===== config.mk =====
export PLATFORM = sky130hd
export DESIGN_NAME = nonneg_diophantine_check
export DESIGN_NICKNAME = d
export VERILOG_FILES = /design/src/rtl/ndc_pkg.sv /design/src/rtl/ndc_divider.sv /design/src/rtl/ndc_datapath.sv /design/src/rtl/ndc_ctrl.sv /design/src/rtl/nonneg_diophantine_check.sv
export VERILOG_INCLUDE_DIRS = /design/src /design/src/rtl
export SDC_FILE = /design/constraint.sdc
export NUM_CORES = 2
export LEC_CHECK = 0
export BUFFER_PORTS_ARGS = -buffer_cell sky130_fd_sc_hd__buf_2
export CAP_MARGIN = 40
export CORE_ASPECT_RATIO = 0.5
export CORE_MARGIN = 2
export CORE_UTILIZATION = 45
export CTS_CLUSTER_DIAMETER = 40
export DETAILED_ROUTE_END_ITERATION = 8
export SYNTH_ARGS = -nofsm -noshare
export SYNTH_HDL_FRONTEND = slang
export SYNTH_SLANG_ARGS = --single-unit

===== constraint.sdc =====
create_clock -name i_clk -period 10.4 [get_ports i_clk]
set_input_delay 1.04 -clock i_clk [delete_from_list [all_inputs] [get_ports i_clk]]
set_output_delay 1.04 -clock i_clk [all_outputs]
set_load 0.1 [all_outputs]

===== src/rtl/nonneg_diophantine_check_defines.svh =====
// Assertion macros for the nonnegative Diophantine check block.
// Included by the top level; no other dependencies.
`ifndef NONNEG_DIOPHANTINE_CHECK_DEFINES_SVH
`define NONNEG_DIOPHANTINE_CHECK_DEFINES_SVH
`ifndef ASSERT_OFF
`define NDC_ASSERT_IMPL(label, clk, rst_n, cond, msg) \
    label: assert property (@(posedge clk) disable iff (!rst_n) (cond)) else $error(msg);
`define NDC_ASSERT_NEXT(label, clk, rst_n, pre, post, msg) \
    label: assert property (@(posedge clk) disable iff (!rst_n) (pre) |=> (post)) else $error(msg);
`else
`define NDC_ASSERT_IMPL(label, clk, rst_n, cond, msg)
`define NDC_ASSERT_NEXT(label, clk, rst_n, pre, post, msg)
`endif
`endif


===== src/rtl/ndc_pkg.sv =====
// Shared types and constants for the nonnegative Diophantine check.
// No dependencies.
package ndc_pkg;
    localparam int unsigned DefWidth = 16;

    // datapath operations
    typedef enum logic [3:0] {
        t_OP_NONE,
        t_OP_LOAD,
        t_OP_DIV_START,
        t_OP_EUCLID_STEP,
        t_OP_CG_START,
        t_OP_SAVE_CG,
        t_OP_BP_START,
        t_OP_SAVE_BP,
        t_OP_M_START,
        t_OP_SAVE_M,
        t_OP_XM_START,
        t_OP_MUL_START,
        t_OP_XMIN_START,
        t_OP_FINAL_MUL
    } t_op;

    typedef struct packed {
        t_op  op;
    } t_cmd;

    typedef struct packed {
        logic div_busy;
        logic r1_zero;
        logic a_zero;
        logic b_zero;
    } t_status;
endpackage


===== src/rtl/ndc_divider.sv =====
// Shared restoring divider, one quotient bit per cycle.
// Uses no package.
module ndc_divider #(
    parameter int unsigned W = 34
) (
    input  logic         i_clk,
    input  logic         i_rst_n,
    input  logic         i_start,
    input  logic [W-1:0] i_num,
    input  logic [W-1:0] i_den,
    output logic         o_busy,
    output logic [W-1:0] o_quo,
    output logic [W-1:0] o_rem
);
    localparam int unsigned CW = $clog2(W + 1);
    logic [CW-1:0] r_cnt;
    logic          r_busy;
    logic [W-1:0]  r_q, r_r, r_d;
    logic [W:0]    n_trial;

    assign n_trial = {r_r, r_q[W-1]} - {1'b0, r_d};

    always_ff @(posedge i_clk) begin
        if (!i_rst_n) begin
            r_busy <= 1'b0;
            r_cnt  <= '0;
        end else if (i_start) begin
            r_busy <= 1'b1;
            r_cnt  <= CW'(W);
            r_q    <= i_num;
            r_r    <= '0;
            r_d    <= i_den;
        end else if (r_busy) begin
            if (n_trial[W]) begin
                r_r <= {r_r[W-2:0], r_q[W-1]};
                r_q <= {r_q[W-2:0], 1'b0};
            end else begin
                r_r <= n_trial[W-1:0];
                r_q <= {r_q[W-2:0], 1'b1};
            end
            r_cnt <= r_cnt - 1'b1;
            if (r_cnt == CW'(1)) r_busy <= 1'b0;
        end
    end

    assign o_busy = r_busy;
    assign o_quo  = r_q;
    assign o_rem  = r_r;
endmodule


===== src/rtl/ndc_datapath.sv =====
// Datapath: Euclid registers, coefficient, scaling and final test.
// Depends on ndc_pkg and ndc_divider.
module ndc_datapath #(
    parameter int unsigned WIDTH = ndc_pkg::DefWidth
) (
    input  logic               i_clk,
    input  logic               i_rst_n,
    input  ndc_pkg::t_cmd      i_cmd,
    input  logic [WIDTH-1:0]   i_a,
    input  logic [WIDTH-1:0]   i_b,
    input  logic [WIDTH-1:0]   i_c,
    output ndc_pkg::t_status   o_status,
    output logic               o_ok,
    output logic [WIDTH-1:0]   o_g
);
    import ndc_pkg::*;
    // coefficient magnitude stays below b, products below 2^(2W)
    localparam int unsigned SW = WIDTH + 2;
    localparam int unsigned PW = 2 * WIDTH;
    localparam int unsigned DW = 2 * WIDTH + 2;

    logic [WIDTH-1:0]     r_a, r_b, r_c, r_r0, r_r1, r_cg, r_bp, r_m;
    logic signed [SW-1:0] r_s0, r_s1;
    logic [PW-1:0]        r_prod;
    logic                 r_ok, r_neg;
    logic                 div_start, div_busy;
    logic [DW-1:0]        div_num, div_den, quo, rem;
    logic [WIDTH-1:0]     q_n, rem_n, xm_n, mul_x, mul_y;
    logic [PW-1:0]        prod_n;
    logic signed [SW-1:0] s_mag;

    assign q_n   = quo[WIDTH-1:0];
    assign rem_n = rem[WIDTH-1:0];
    assign s_mag = r_s0[SW-1] ? -r_s0 : r_s0;

    // x mod b' taken non-negative from the magnitude remainder
    assign xm_n  = (r_neg && rem_n != '0) ? r_bp - rem_n : rem_n;
    // one multiplier: (x mod b') * m, then a * x_min
    assign mul_x  = (i_cmd.op == t_OP_FINAL_MUL) ? r_a : xm_n;
    assign mul_y  = (i_cmd.op == t_OP_FINAL_MUL) ? rem_n : r_m;
    assign prod_n = PW'(mul_x) * PW'(mul_y);

    ndc_divider #(.W(DW)) u_div (
        .i_clk, .i_rst_n, .i_start(div_start), .i_num(div_num), .i_den(div_den),
        .o_busy(div_busy), .o_quo(quo), .o_rem(rem)
    );

    always_comb begin
        div_start = 1'b1;
        div_num   = '0;
        div_den   = '0;
        case (i_cmd.op)
            t_OP_DIV_START:  begin div_num = DW'(r_r0); div_den = DW'(r_r1); end
            t_OP_CG_START:   begin div_num = DW'(r_c); div_den = DW'(r_r0); end
            t_OP_BP_START:   begin div_num = DW'(r_b); div_den = DW'(r_r0); end
            t_OP_M_START:    begin div_num = DW'(r_cg); div_den = DW'(r_bp); end
            t_OP_XM_START:   begin div_num = DW'(s_mag); div_den = DW'(r_bp); end
            t_OP_XMIN_START: begin div_num = DW'(r_prod); div_den = DW'(r_bp); end
            default:         div_start = 1'b0;
        endcase
    end

    always_ff @(posedge i_clk) begin
        case (i_cmd.op)
            t_OP_LOAD: begin
                r_a  <= i_a;
                r_b  <= i_b;
                r_c  <= i_c;
                // a zero weight a leaves b as the gcd
                r_r0 <= (i_a == '0) ? i_b : i_a;
                r_r1 <= i_b;
                r_s0 <= SW'(1);
                r_s1 <= '0;
            end
            t_OP_EUCLID_STEP: begin
                r_r0 <= r_r1;
                r_r1 <= rem_n;
                r_s0 <= r_s1;
                r_s1 <= r_s0 - SW'($signed({1'b0, q_n}) * r_s1);
            end
            t_OP_SAVE_CG: begin
                // with both weights zero the divider returns c as remainder
                r_cg <= q_n;
                r_ok <= (rem_n == '0);
            end
            t_OP_SAVE_BP:    r_bp   <= q_n;
            t_OP_SAVE_M:     r_m    <= rem_n;
            t_OP_XM_START:   r_neg  <= r_s0[SW-1];
            t_OP_MUL_START:  r_prod <= prod_n;
            t_OP_FINAL_MUL:  r_prod <= prod_n;
            default: ;
        endcase
    end

    assign o_status.div_busy = div_busy;
    assign o_status.r1_zero  = (r_r1 == '0);
    assign o_status.a_zero   = (r_a == '0);
    assign o_status.b_zero   = (r_b == '0);
    assign o_ok = (r_a == '0 || r_b == '0) ? r_ok : (r_ok && (r_prod <= PW'(r_c)));
    assign o_g  = r_r0;
endmodule


===== src/rtl/ndc_ctrl.sv =====
// Sequencer for the Euclid loop, scaling divisions and final check.
// Depends on ndc_pkg.
module ndc_ctrl (
    input  logic             i_clk,
    input  logic             i_rst_n,
    input  logic             i_in_valid,
    output logic             o_in_ready,
    output logic             o_out_valid,
    input  logic             i_out_ready,
    input  ndc_pkg::t_status i_status,
    output ndc_pkg::t_cmd    o_cmd,
    output logic             o_take_result
);
    import ndc_pkg::*;
    typedef enum logic [3:0] {
        t_IDLE, t_CHK, t_EU_GO, t_EU_W, t_CG_W, t_BP_GO, t_BP_W, t_M_GO, t_M_W,
        t_XM_GO, t_XM_W, t_XMIN_GO, t_XMIN_W, t_DONE
    } t_state;
    t_state r_state;
    logic   r_out_valid;
    logic   degen;

    assign degen = i_status.a_zero || i_status.b_zero;

    // the divider raises busy at the start edge, so each wait state sees it at once
    always_ff @(posedge i_clk) begin
        if (!i_rst_n) begin
            r_state     <= t_IDLE;
            r_out_valid <= 1'b0;
        end else begin
            if (r_out_valid && i_out_ready) r_out_valid <= 1'b0;
            case (r_state)
                t_IDLE:    if (i_in_valid && !r_out_valid) r_state <= t_CHK;
                t_CHK:     r_state <= degen ? t_CG_W : t_EU_GO;
                t_EU_GO:   r_state <= i_status.r1_zero ? t_CG_W : t_EU_W;
                t_EU_W:    if (!i_status.div_busy) r_state <= t_EU_GO;
                t_CG_W:    if (!i_status.div_busy) r_state <= degen ? t_DONE : t_BP_GO;
                t_BP_GO:   r_state <= t_BP_W;
                t_BP_W:    if (!i_status.div_busy) r_state <= t_M_GO;
                t_M_GO:    r_state <= t_M_W;
                t_M_W:     if (!i_status.div_busy) r_state <= t_XM_GO;
                t_XM_GO:   r_state <= t_XM_W;
                t_XM_W:    if (!i_status.div_busy) r_state <= t_XMIN_GO;
                t_XMIN_GO: r_state <= t_XMIN_W;
                t_XMIN_W:  if (!i_status.div_busy) r_state <= t_DONE;
                t_DONE: begin
                    r_state     <= t_IDLE;
                    r_out_valid <= 1'b1;
                end
                default: r_state <= t_IDLE;
            endcase
        end
    end

    always_comb begin
        o_cmd.op = t_OP_NONE;
        o_take_result = 1'b0;
        case (r_state)
            t_IDLE:    if (i_in_valid && !r_out_valid) o_cmd.op = t_OP_LOAD;
            t_CHK:     o_cmd.op = degen ? t_OP_CG_START : t_OP_NONE;
            t_EU_GO:   o_cmd.op = i_status.r1_zero ? t_OP_CG_START : t_OP_DIV_START;
            t_EU_W:    if (!i_status.div_busy) o_cmd.op = t_OP_EUCLID_STEP;
            t_CG_W:    if (!i_status.div_busy) o_cmd.op = t_OP_SAVE_CG;
            t_BP_GO:   o_cmd.op = t_OP_BP_START;
            t_BP_W:    if (!i_status.div_busy) o_cmd.op = t_OP_SAVE_BP;
            t_M_GO:    o_cmd.op = t_OP_M_START;
            t_M_W:     if (!i_status.div_busy) o_cmd.op = t_OP_SAVE_M;
            t_XM_GO:   o_cmd.op = t_OP_XM_START;
            t_XM_W:    if (!i_status.div_busy) o_cmd.op = t_OP_MUL_START;
            t_XMIN_GO: o_cmd.op = t_OP_XMIN_START;
            t_XMIN_W:  if (!i_status.div_busy) o_cmd.op = t_OP_FINAL_MUL;
            t_DONE:    o_take_result = 1'b1;
            default: ;
        endcase
    end

    assign o_in_ready  = (r_state == t_IDLE) && !r_out_valid;
    assign o_out_valid = r_out_valid;
endmodule


===== src/rtl/nonneg_diophantine_check.sv =====
// Nonnegative linear Diophantine solution check: does a*x + b*y = c have x, y >= 0.
// Top level; depends on ndc_pkg, ndc_ctrl, ndc_datapath, ndc_divider and the defines header.
//
// Input channel: i_weight_a, i_weight_b, i_target with i_in_valid / o_in_ready.
// Output channel: o_solvable, o_common_divisor with o_out_valid / i_out_ready.
// One result per input; the inputs are captured at the accepting edge.
// All divisions share one restoring divider of 2*WIDTH+2 steps, each with
// a start and a save command from the sequencer.
// Work from the accepting edge to o_out_valid: with a zero weight one
// division; otherwise one division per Euclid iteration and five scaling
// divisions.
// One transaction is in flight at a time; the next is taken the cycle after
// the result has left the output register.
// Reset (synchronous, active low) returns the sequencer to idle and drops any
// pending result. A stalled receiver holds the result in the output register
// and the input side stays not ready until it is taken.
`include "nonneg_diophantine_check_defines.svh"
module nonneg_diophantine_check #(
    parameter int unsigned WIDTH = ndc_pkg::DefWidth
) (
    input  logic             i_clk,
    input  logic             i_rst_n,
    input  logic             i_in_valid,
    output logic             o_in_ready,
    input  logic [WIDTH-1:0] i_weight_a,
    input  logic [WIDTH-1:0] i_weight_b,
    input  logic [WIDTH-1:0] i_target,
    output logic             o_out_valid,
    input  logic             i_out_ready,
    output logic             o_solvable,
    output logic [WIDTH-1:0] o_common_divisor
);
    import ndc_pkg::*;
    t_cmd             cmd;
    t_status          status;
    logic             take, dp_ok;
    logic [WIDTH-1:0] dp_g;
    logic             r_solv;
    logic [WIDTH-1:0] r_g;
    logic             out_stall;
    logic [WIDTH:0]   out_word;

    ndc_ctrl u_ctrl (
        .i_clk, .i_rst_n, .i_in_valid, .o_in_ready, .o_out_valid, .i_out_ready,
        .i_status(status), .o_cmd(cmd), .o_take_result(take)
    );

    ndc_datapath #(.WIDTH(WIDTH)) u_dp (
        .i_clk, .i_rst_n, .i_cmd(cmd), .i_a(i_weight_a), .i_b(i_weight_b),
        .i_c(i_target), .o_status(status), .o_ok(dp_ok), .o_g(dp_g)
    );

    // capture the result as the sequencer raises valid
    always_ff @(posedge i_clk) begin
        if (take) begin
            r_g    <= dp_g;
            r_solv <= dp_ok;
        end
    end

    assign o_solvable       = r_solv;
    assign o_common_divisor = r_g;

    assign out_stall = o_out_valid && !i_out_ready;
    assign out_word  = {o_solvable, o_common_divisor};

    `NDC_ASSERT_IMPL(a_no_both, i_clk, i_rst_n, !(o_in_ready && o_out_valid), "ready with result")
    `NDC_ASSERT_NEXT(a_hold, i_clk, i_rst_n, out_stall, o_out_valid, "result dropped")
    `NDC_ASSERT_NEXT(a_data, i_clk, i_rst_n, out_stall, $stable(out_word), "result changed")
endmodule

==> impl_results.md <==
* Fin crit share at 86.6%
* Reg2reg setup slack at 1.40 ns
* Total Die Area at 66,500 um2
* Via-to-Cell Ratio at 5.67
* Cell area after synthesis at 28,900 um2
* CP max-delay cell: o21a_1
* Synth Flop Type: edfxtp_1
* Hold wc startpoint: u_dp.u_div.o_quo[32]$_DFFE_PP_
* Simple-gate share of the synthesized area at 14.9%
* Worst reg-to-reg path cell count at 30
* CP dominant cell by count: fa_1
* Async S/R FF share, synth at 0%
* Xor/xnor cell area share of the yosys netlist at 4.10%
* Max VDD drop at 1.06 mV
* Initial drt markers at 1,790
* Slowest cell delay on critical path at 0.64 ns
* WHS Endpoint: u_dp.u_div.o_quo[33]$_DFFE_PP_
* Synth top area cells: edfxtp_1 (31%), fa_1 (22%), ha_1 (9.5%)
* DIE HEIGHT at 183 um
* EDFF count, synth at 299
* Synth warnings at 0
* Crit path DAT at 9.28 ns
* Longest Clk Path Bufs at 3
* Max-cap viol count at 0
* Initial antenna violation count at 2
* Post-layout nets at 3,522
* Critical R2R Launch: u_dp.u_div.o_rem[0]$_SDFFCE_PN0P_
* Share of cells above drive strength 1 at 8.13%
* Synth Area in Compound Gates at 10.4%
* Wire per inst at 22.2 um
* Worst Clk Skew at 0.0264 ns
* Placed cell area at 30,400 um2
* DRC Markers at 0
* Worst hold slack at 0.523 ns
* Clock net sink count at 311
* Finished Cell Area at 31,800 um2
* DP Worst Slack at 1.54 ns
* Crit path capture type: register
* Vias in the first global route at 22,000
* Post-Synth Adder-Cell Area at 31.7%
* Die X-Extent at 363 um
* GR Util All Layers at 26.0%
* Number of synthesized register bits at 311
* Num ports at 71
* Min-Delay Path Depth at 1
* Biggest area consumer among synthesized cells: edfxtp_1
* Min Tclk post-route at 9.00 ns
* Crit Path Max Fanout at 10
* Utilization after layout at 50.3%
* PnR worst setup slack at 1.40 ns
* Final Max Tran Viols at 0
* Worst-path clk slew at 0.06 ns
* P_leak at 13.8 nW
* # resized after CTS at 0
* Main combinational cell family by area after synthesis: adder cells
* Worst Max-Slew Pin Slew at 0.922 ns
* Setup_tns at 0 ns
* Type of the most critical hold path: reg -> reg
* PwrDens at 322 nW/um2
* End of the worst register-to-register path: u_dp.r_prod[31]$_DFFE_PP_
* Routed Antenna Nets at 0
* Worst slew margin at 38.6%
* First-pass GRT wire length at 132,000 um
* Critical Path Source Type: register
* Worst-Skew Late Latency at 0.56 ns
* Routed WL at 84,300 um
* Initial cell density of the core at 45.7%
* GP Congestion at 0.947
* Synth cell types at 77
* FP Rows at 65
* Layout Area Growth over Synthesis at 10.1%
* # port buffers at 70
* Syn_area_per_cell at 10.1 um2
* Synth top area share at 31.0%
* Grt total ovfl at 0
* Total CTS buffers at 44
* Mapped Cells at 2,872
* Total power at 10.3 mW
* Inserted Diodes at 0
* Sequential area share after synthesis at 31.9%
* H-tree Lvls at 2
* Peak Freq at 111 MHz
* Dpl hpwl at 65,000 um
* CTS root buf: clkbuf_16
* Synthesized Nets at 3,464
* Largest net degree at the start of global routing at 53
* Core area at 63,300 um2
* RSZ-0062 raised after global routing: false
* Required time of the critical path at 10.68 ns
* Dpl cells at 3,721
* Mux share of post-synthesis cell area at 0.173%
* Post-route insts no fill at 3,800
* Post-CTS Hold Buffers at 0
* Vias after detailed routing at 21,600
* DRT Pass-1 Iters at 8
* CP Class: reg -> reg
* CTS tree: built
* Final setup viols at 0
* Hold Violations, Final at 0
* Status: complete, no violations
* # Post-CTS Setup Buffers at 0
[synthesized netlist by cell type (7+ instances only)]
| cell | n |
|---|---|
| o21a_1 | 17 |
| nand2b_1 | 30 |
| a211oi_1 | 12 |
| or4_1 | 8 |
| inv_1 | 409 |
| xor2_1 | 43 |
| nor2b_1 | 14 |
| or3_1 | 12 |
| nand4_1 | 18 |
| nor4_1 | 32 |
| a31oi_1 | 11 |
| buf_2 | 7 |
| a222oi_1 | 17 |
| nor3_1 | 25 |
| and2_1 | 138 |
| and3_1 | 14 |
| a221o_1 | 24 |
| a221oi_1 | 16 |
| dfxtp_1 | 12 |
| a21o_1 | 42 |
| o31ai_1 | 11 |
| nor2_1 | 222 |
| o211ai_1 | 12 |
| a22oi_1 | 13 |
| ha_1 | 219 |
| nand2_1 | 344 |
| xnor2_1 | 86 |
| fa_1 | 321 |
| a22o_1 | 12 |
| a21oi_1 | 128 |
| nand3_1 | 34 |
| or2_2 | 7 |
| clkbuf_1 | 97 |
| edfxtp_1 | 299 |
| o21ai_0 | 84 |
[cell type report]
class	count	area, um2
well taps	837	1050
flip-flops and latches	311	9220
fillers	5856	31400
repair buffers	125	813
clock buffers	51	1150
clock inverters	28	279
inverters	409	1540
multi-input cells	2039	17800
[worst max-delay path: cells and delay by family, from the launching register on]
kind / cells / cell delay (ns)
buf+inv: 4 / 0.20
mux: 1 / 0.32
fa+ha+maj: 9 / 3.99
compound gates: 11 / 2.81
simple gates: 5 / 0.88
flops: 1 / 0.50
[report_power, final]
| group | switching, mW | internal, mW | total (mW) |
|---|---|---|---|
| Clock | 0.627 | 0.843 | 1.47 |
| Sequential | 0.133 | 1.62 | 1.75 |
| Combinational | 4.06 | 2.98 | 7.04 |
| Total | 4.82 | 5.44 | 10.3 |
[flip-flops by register name, summed over array words and instances, names as in the netlist, 6 cells and up]
register	cells
u_dp.u_div.o_quo	34
u_dp.u_div.o_rem	34
u_dp.r_prod	32
u_dp.r_s0	18
u_dp.r_s1	18
o_common_divisor	16
u_dp.o_g	16
u_dp.r_a	16
u_dp.r_b	16
u_dp.r_bp	16
u_dp.r_c	16
u_dp.r_cg	16
u_dp.r_m	16
u_dp.r_r1	16
u_dp.u_div.r_d	16
u_dp.u_div.r_cnt	6
[layer usage]
| metal | share of wire, % | up-vias | wire (um) | track usage, % |
|---|---|---|---|---|
| met3 | 8.0 | 168 | 6710 | 4.30 |
| met4 | 3.6 | 0 | 3070 | 8.83 |
| li1 | - | 9745 | - | - |
| met2 | 45 | 839 | 37900 | 41.1 |
| met5 | 0 | - | 0 | 0 |
| met1 | 43 | 10800 | 36700 | 36.5 |
[worst max path at each step]
stage	start	slack [ns]	to	cells past startpoint
2_1_floorplan	i_in_valid	2.28	u_dp.o_g[0]$_DFFE_PP_	3
3_3_place_gp	u_dp.u_div.o_rem[0]$_SDFFCE_PN0P_	1.63	u_dp.r_prod[31]$_DFFE_PP_	30
3_5_place_dp	u_dp.u_div.o_rem[0]$_SDFFCE_PN0P_	1.54	u_dp.r_prod[31]$_DFFE_PP_	30
4_1_cts	u_dp.u_div.o_rem[0]$_SDFFCE_PN0P_	1.47	u_dp.r_prod[31]$_DFFE_PP_	30
5_1_grt	u_dp.u_div.o_rem[0]$_SDFFCE_PN0P_	0.86	u_dp.r_prod[31]$_DFFE_PP_	31
6_report	u_dp.u_div.o_rem[0]$_SDFFCE_PN0P_	1.40	u_dp.r_prod[31]$_DFFE_PP_	30
[cell families after synthesis]
| group | after synthesis |
|---|---|
| simple gates | 917 |
| buf+inv | 522 |
| flops | 311 |
| mux | 5 |
| fa+ha+maj | 540 |
| xor+xnor | 131 |
| compound gates | 446 |
[layout by cell type (no fill, tap or decap), drive strengths merged, types with 16 or more instances in the layout]
| cell | Yosys | final |
|---|---|---|
| a21o | 42 | 42 |
| a21oi | 130 | 130 |
| a221o | 24 | 24 |
| a221oi | 16 | 16 |
| a222oi | 17 | 17 |
| and2 | 138 | 138 |
| buf | 16 | 125 |
| clkbuf | 97 | 51 |
| edfxtp | 299 | 299 |
| fa | 321 | 321 |
| ha | 219 | 219 |
| inv | 409 | 419 |
| nand2 | 344 | 344 |
| nand2b | 30 | 30 |
| nand3 | 36 | 36 |
| nand4 | 18 | 18 |
| nor2 | 223 | 223 |
| nor3 | 26 | 26 |
| nor4 | 32 | 32 |
| o21a | 17 | 17 |
| o21ai | 89 | 89 |
| xnor2 | 87 | 87 |
| xor2 | 44 | 44 |
Note: power is estimated with default switching activity, not from simulation.
